`config.mk`:
```
export PLATFORM = sky130hd
export DESIGN_NAME = vdi_ctrl
export DESIGN_NICKNAME = d
export VERILOG_FILES = /design/src/rtl/vdi_pkg.sv /design/src/rtl/vdi_ctrl.sv
export SDC_FILE = /design/constraint.sdc
export NUM_CORES = 1
export LEC_CHECK = 0
export BUFFER_PORTS_ARGS = -buffer_cell sky130_fd_sc_hd__clkbuf_2
export CORE_AREA = 2 2 39 41
export CTS_BUF_LIST = sky130_fd_sc_hd__clkbuf_16
export DETAILED_ROUTE_END_ITERATION = 16
export DIE_AREA = 0 0 41 43
export PLACE_DENSITY_LB_ADDON = 0.2
export SETUP_SLACK_MARGIN = 0.3
export SYNTH_ARGS = -nofsm -noshare
export SYNTH_HDL_FRONTEND = slang
export SYNTH_SLANG_ARGS = --single-unit
```
`constraint.sdc`:
```
create_clock -name clk -period 1.2 [get_ports clk]
set_clock_uncertainty 0.15 [all_clocks]
set_input_delay 0.18 -clock clk [delete_from_list [all_inputs] [get_ports clk]]
set_output_delay 0.18 -clock clk [all_outputs]
set_load 0.02 [all_outputs]
```
`src/rtl/vdi_pkg.sv`:
```
// shared types, constants and controller codes for the vertex dedup indexer
package vdi_pkg;

	localparam int ENTRIES_DEF = 256;
	localparam int WORD_W      = 32;
	localparam int WORDS       = 8;
	localparam int KEY_W       = WORD_W * WORDS;
	localparam int INDEX_W     = 8;

	typedef struct packed {
		logic              first_of_mesh;
		logic [WORD_W-1:0] pos_x;
		logic [WORD_W-1:0] pos_y;
		logic [WORD_W-1:0] pos_z;
		logic [WORD_W-1:0] tex_u;
		logic [WORD_W-1:0] tex_v;
		logic [WORD_W-1:0] norm_x;
		logic [WORD_W-1:0] norm_y;
		logic [WORD_W-1:0] norm_z;
	} in_t;

	typedef struct packed {
		logic [INDEX_W-1:0] out_index;
		logic               is_new;
		logic               overflow;
	} out_t;

	typedef enum logic [1:0] {
		ST_IDLE,
		ST_SCAN,
		ST_DONE
	} state_t;

	typedef struct packed {
		logic start;
		logic scan;
		logic finish;
		logic emit;
	} cmd_t;

	typedef struct packed {
		logic hit;
		logic scan_end;
		logic out_free;
	} sts_t;

endpackage

```
`src/rtl/vdi_ctrl.sv`:
```
// controller state machine: accept, table scan, result hand-off
module vdi_ctrl (
	input  logic          clk,
	input  logic          arst_n,
	input  logic          in_valid,
	output logic          in_stall,
	input  vdi_pkg::sts_t sts,
	output vdi_pkg::cmd_t cmd
);

	vdi_pkg::state_t state_q;
	vdi_pkg::state_t state_d;

	always_ff @(posedge clk or negedge arst_n) begin
		if (!arst_n) begin
			state_q <= vdi_pkg::ST_IDLE;
		end else begin
			state_q <= state_d;
		end
	end

	always_comb begin
		state_d  = state_q;
		cmd      = '0;
		in_stall = 1'b1;
		case (state_q)
			vdi_pkg::ST_IDLE: begin
				in_stall = 1'b0;
				if (in_valid) begin
					cmd.start = 1'b1;
					state_d   = vdi_pkg::ST_SCAN;
				end
			end
			vdi_pkg::ST_SCAN: begin
				if (sts.hit || sts.scan_end) begin
					cmd.finish = 1'b1;
					state_d    = vdi_pkg::ST_DONE;
				end else begin
					cmd.scan = 1'b1;
				end
			end
			vdi_pkg::ST_DONE: begin
				if (sts.out_free) begin
					cmd.emit = 1'b1;
					state_d  = vdi_pkg::ST_IDLE;
				end
			end
			default: begin
				state_d = vdi_pkg::ST_IDLE;
			end
		endcase
	end

endmodule

```
==> impl_metrics.tcl <==
set metrics [dict create \
    syn-cell-area_um2 133 \
    cts_sinks 2 \
    hold_viol_final 0 \
    h-tree-depth 1 \
    ys_warn_count 0 \
    clk_latency_ps 220 \
    cts.path.max_buffers 2 \
    period_share 1.17 \
    cts_setup_buffers 0 \
    ys_types 8 \
    finalSetupViolCount 5 \
    cap_violations 0 \
    antenna_found_initial 0 \
    max_slew_margin 0.812 \
    drt_pre_antenna_iters 1 \
    p_clk_frac 0.490 \
    clkSlewWorstSetupHoldPaths_ps 30 \
    cts_tree "done" \
    synth_top_area_share 0.377 \
    p_comb_frac 0.355 \
    start_util 0.0958 \
    grt_max_degree 6 \
    avgSynthCellArea_um2 10.2 \
    hp-class "in -> reg" \
    detail_route.iter0.violations 0 \
    fin_ws_ps -210 \
    grt_pass1_vias 122 \
    ys_seq_elements 2 \
    critPathLaunchType "flop" \
    power.switching_mw 0.302 \
    period_minus_slack_ps 1410 \
    crit_path_end "cmd[2]" \
    wl_um 437 \
    avgRoutedWirePerCell_um 10.2 \
    synth_seq_area_share 0.377 \
    r2r.worst_path.cells 2 \
    drive_gt1_frac 0.815 \
    dieHeight_um 43 \
    place_congestion 0.657 \
    synthArstFlopShare 1.00 \
    grtUsageTotal 0.0591 \
    power.leakage_nw 0.158 \
    syn2layout_area_growth_pct 164 \
    cp-end-kind "output pin" \
    switching_share 0.293 \
    fp.dieW_um 41 \
    coreArea_um2 1380 \
    worstMarginPinSlew_ps 280 \
    dp_slack_ps -16.5 \
    rows 14 \
    rr_startpoint "state_q[0]$_DFFE_PN0P_" \
    grt-ovfl-total 0 \
    vias 149 \
    power_density_nw_per_um2 2940 \
    port_buffers 10 \
    finalMaxSlewViolations 0 \
    violations "negative setup slack" \
    synthTopCellsByCount "nor2_1, dfrtp_1, nand2b_1, or2_1" \
    synthFlopType "dfrtp_1" \
    synth_top_area_cell "dfrtp_1" \
    io_pins 11 \
    drc 0 \
    synth_edf_count 0 \
    crit_start "state_q[1]$_DFFE_PN0P_" \
    r2r-end "state_q[0]$_DFFE_PN0P_" \
    reg_top3 "state_q (2)" \
    peakVddDrop_uv 548 \
    setup_tns_ps -894 \
    root_buffer "clkbuf_16" \
    fmax_mhz 709 \
    cp.required_ps 870 \
    timing.hold.ws_ps 18.9 \
    diodes 0 \
    yosysMostFrequentCell "nor2_1" \
    viasPerCell 3.47 \
    ys_top_cells_by_area "dfrtp_1, nor4b_4, nand2b_1" \
    grt_pass1_wl_um 572 \
    die-area_um2 1760 \
    cp_max_fo 5 \
    final_nets 35 \
    grt_setup_unrepaired "yes" \
    drtAntennaViolNets 0 \
    largest_register "state_q" \
    cp.arrival_ps 1080 \
    ff2ff_setup_slack_ps 110 \
    numCtsBuffers 3 \
    syn_nets 19 \
    intPower_mw 0.727 \
    status "complete, but fails checks" \
    critical_path_class "reg -> out" \
    largest_reg_flops 2 \
    seq_power_share 0.156 \
    synthCells 13 \
]
==> metal layers <==
metal	GRT usage	vias to the layer above	part of all wire	wire, um
li1	-	72	-	-
met1	0.0703	64	0.43	189
met2	0.0594	13	0.42	183
met3	0.0471	0	0.15	64
met4	0.0600	0	0	0
met5	0	-	0	0
==> how the worst min path moves through the flow <==
| stage | start | to | slack [ps] | depth (start not counted) |
|---|---|---|---|---|
| floorplan | arst_n | state_q[0]$_DFFE_PN0P_ | -270 | 0 |
| global placement | arst_n | state_q[0]$_DFFE_PN0P_ | -180 | 1 |
| detailed placement | arst_n | state_q[1]$_DFFE_PN0P_ | -180 | 1 |
| CTS | sts[0] | state_q[1]$_DFFE_PN0P_ | 20 | 2 |
| global route | sts[0] | state_q[1]$_DFFE_PN0P_ | 30 | 2 |
| finish | sts[0] | state_q[1]$_DFFE_PN0P_ | 20 | 2 |
==> per-stage QoR <==
step	instances	power [mW]	instance area [um^2]	utilization
floorplan	13	0.305	143	-
global placement	39	0.379	213	0.154
detailed placement	39	0.385	213	0.154
finish	43	1.03	350	0.253
global route	43	1.08	350	0.253
CTS	43	0.922	304	0.220
==> power by group through the flow <==
| stage | clock network, mW | registers, mW | logic, mW |
|---|---|---|---|
| 6_report | 0.504 | 0.160 | 0.365 |
| 3_5_place_dp | 0 | 0.137 | 0.249 |
| 4_1_cts | 0.515 | 0.140 | 0.266 |
| 3_3_place_gp | 0 | 0.134 | 0.244 |
| 5_1_grt | 0.522 | 0.165 | 0.392 |
| 2_1_floorplan | 0 | 0.129 | 0.176 |
==> layout by cell type, fill, tap and decap left out <==
cell           Yosys  routed
buf_4              0       2
dlygate4sd3_1      0       1
nor2_1             3       1
nor3b_2            1       1
or2_1              2       2
o22ai_2            0       1
inv_1              1       1
clkbuf_16          0       3
dfrtp_2            0       2
nor4b_4            1       1
buf_6              0       3
nand2b_4           0       2
clkbuf_2           0       5
nor2_4             0       2
==> layout make-up <==
class | count | area [um^2]
clock buffer | 3 | 75.1
fill | 144 | 1030
inverter | 1 | 3.75
multi-input combinational | 10 | 115
sequential | 2 | 52.6
tap | 16 | 20.0
timing repair buffer | 11 | 83.8
==> critical path, stage by stage (launching register included) <==
cell	delay (ps)
dfrtp_2	450
nor4b_4	230
buf_4	180
==> cell families after synthesis <==
group	Yosys count	synth area share
buffers and inverters	1	0.0283
DFF	2	0.377
and+or+nand+nor	9	0.547
AOI/OAI and AO/OA	1	0.0472
==> what timing repair did <==
action | CTS | global route
hold endpoints to repair | 2 | 0
pin swaps | 2 | 2
hold buffers | 1 | 0
resized for setup | 3 | 16
endpoints found under the setup margin | 7 | 7
(Power assumes the default switching activity.)
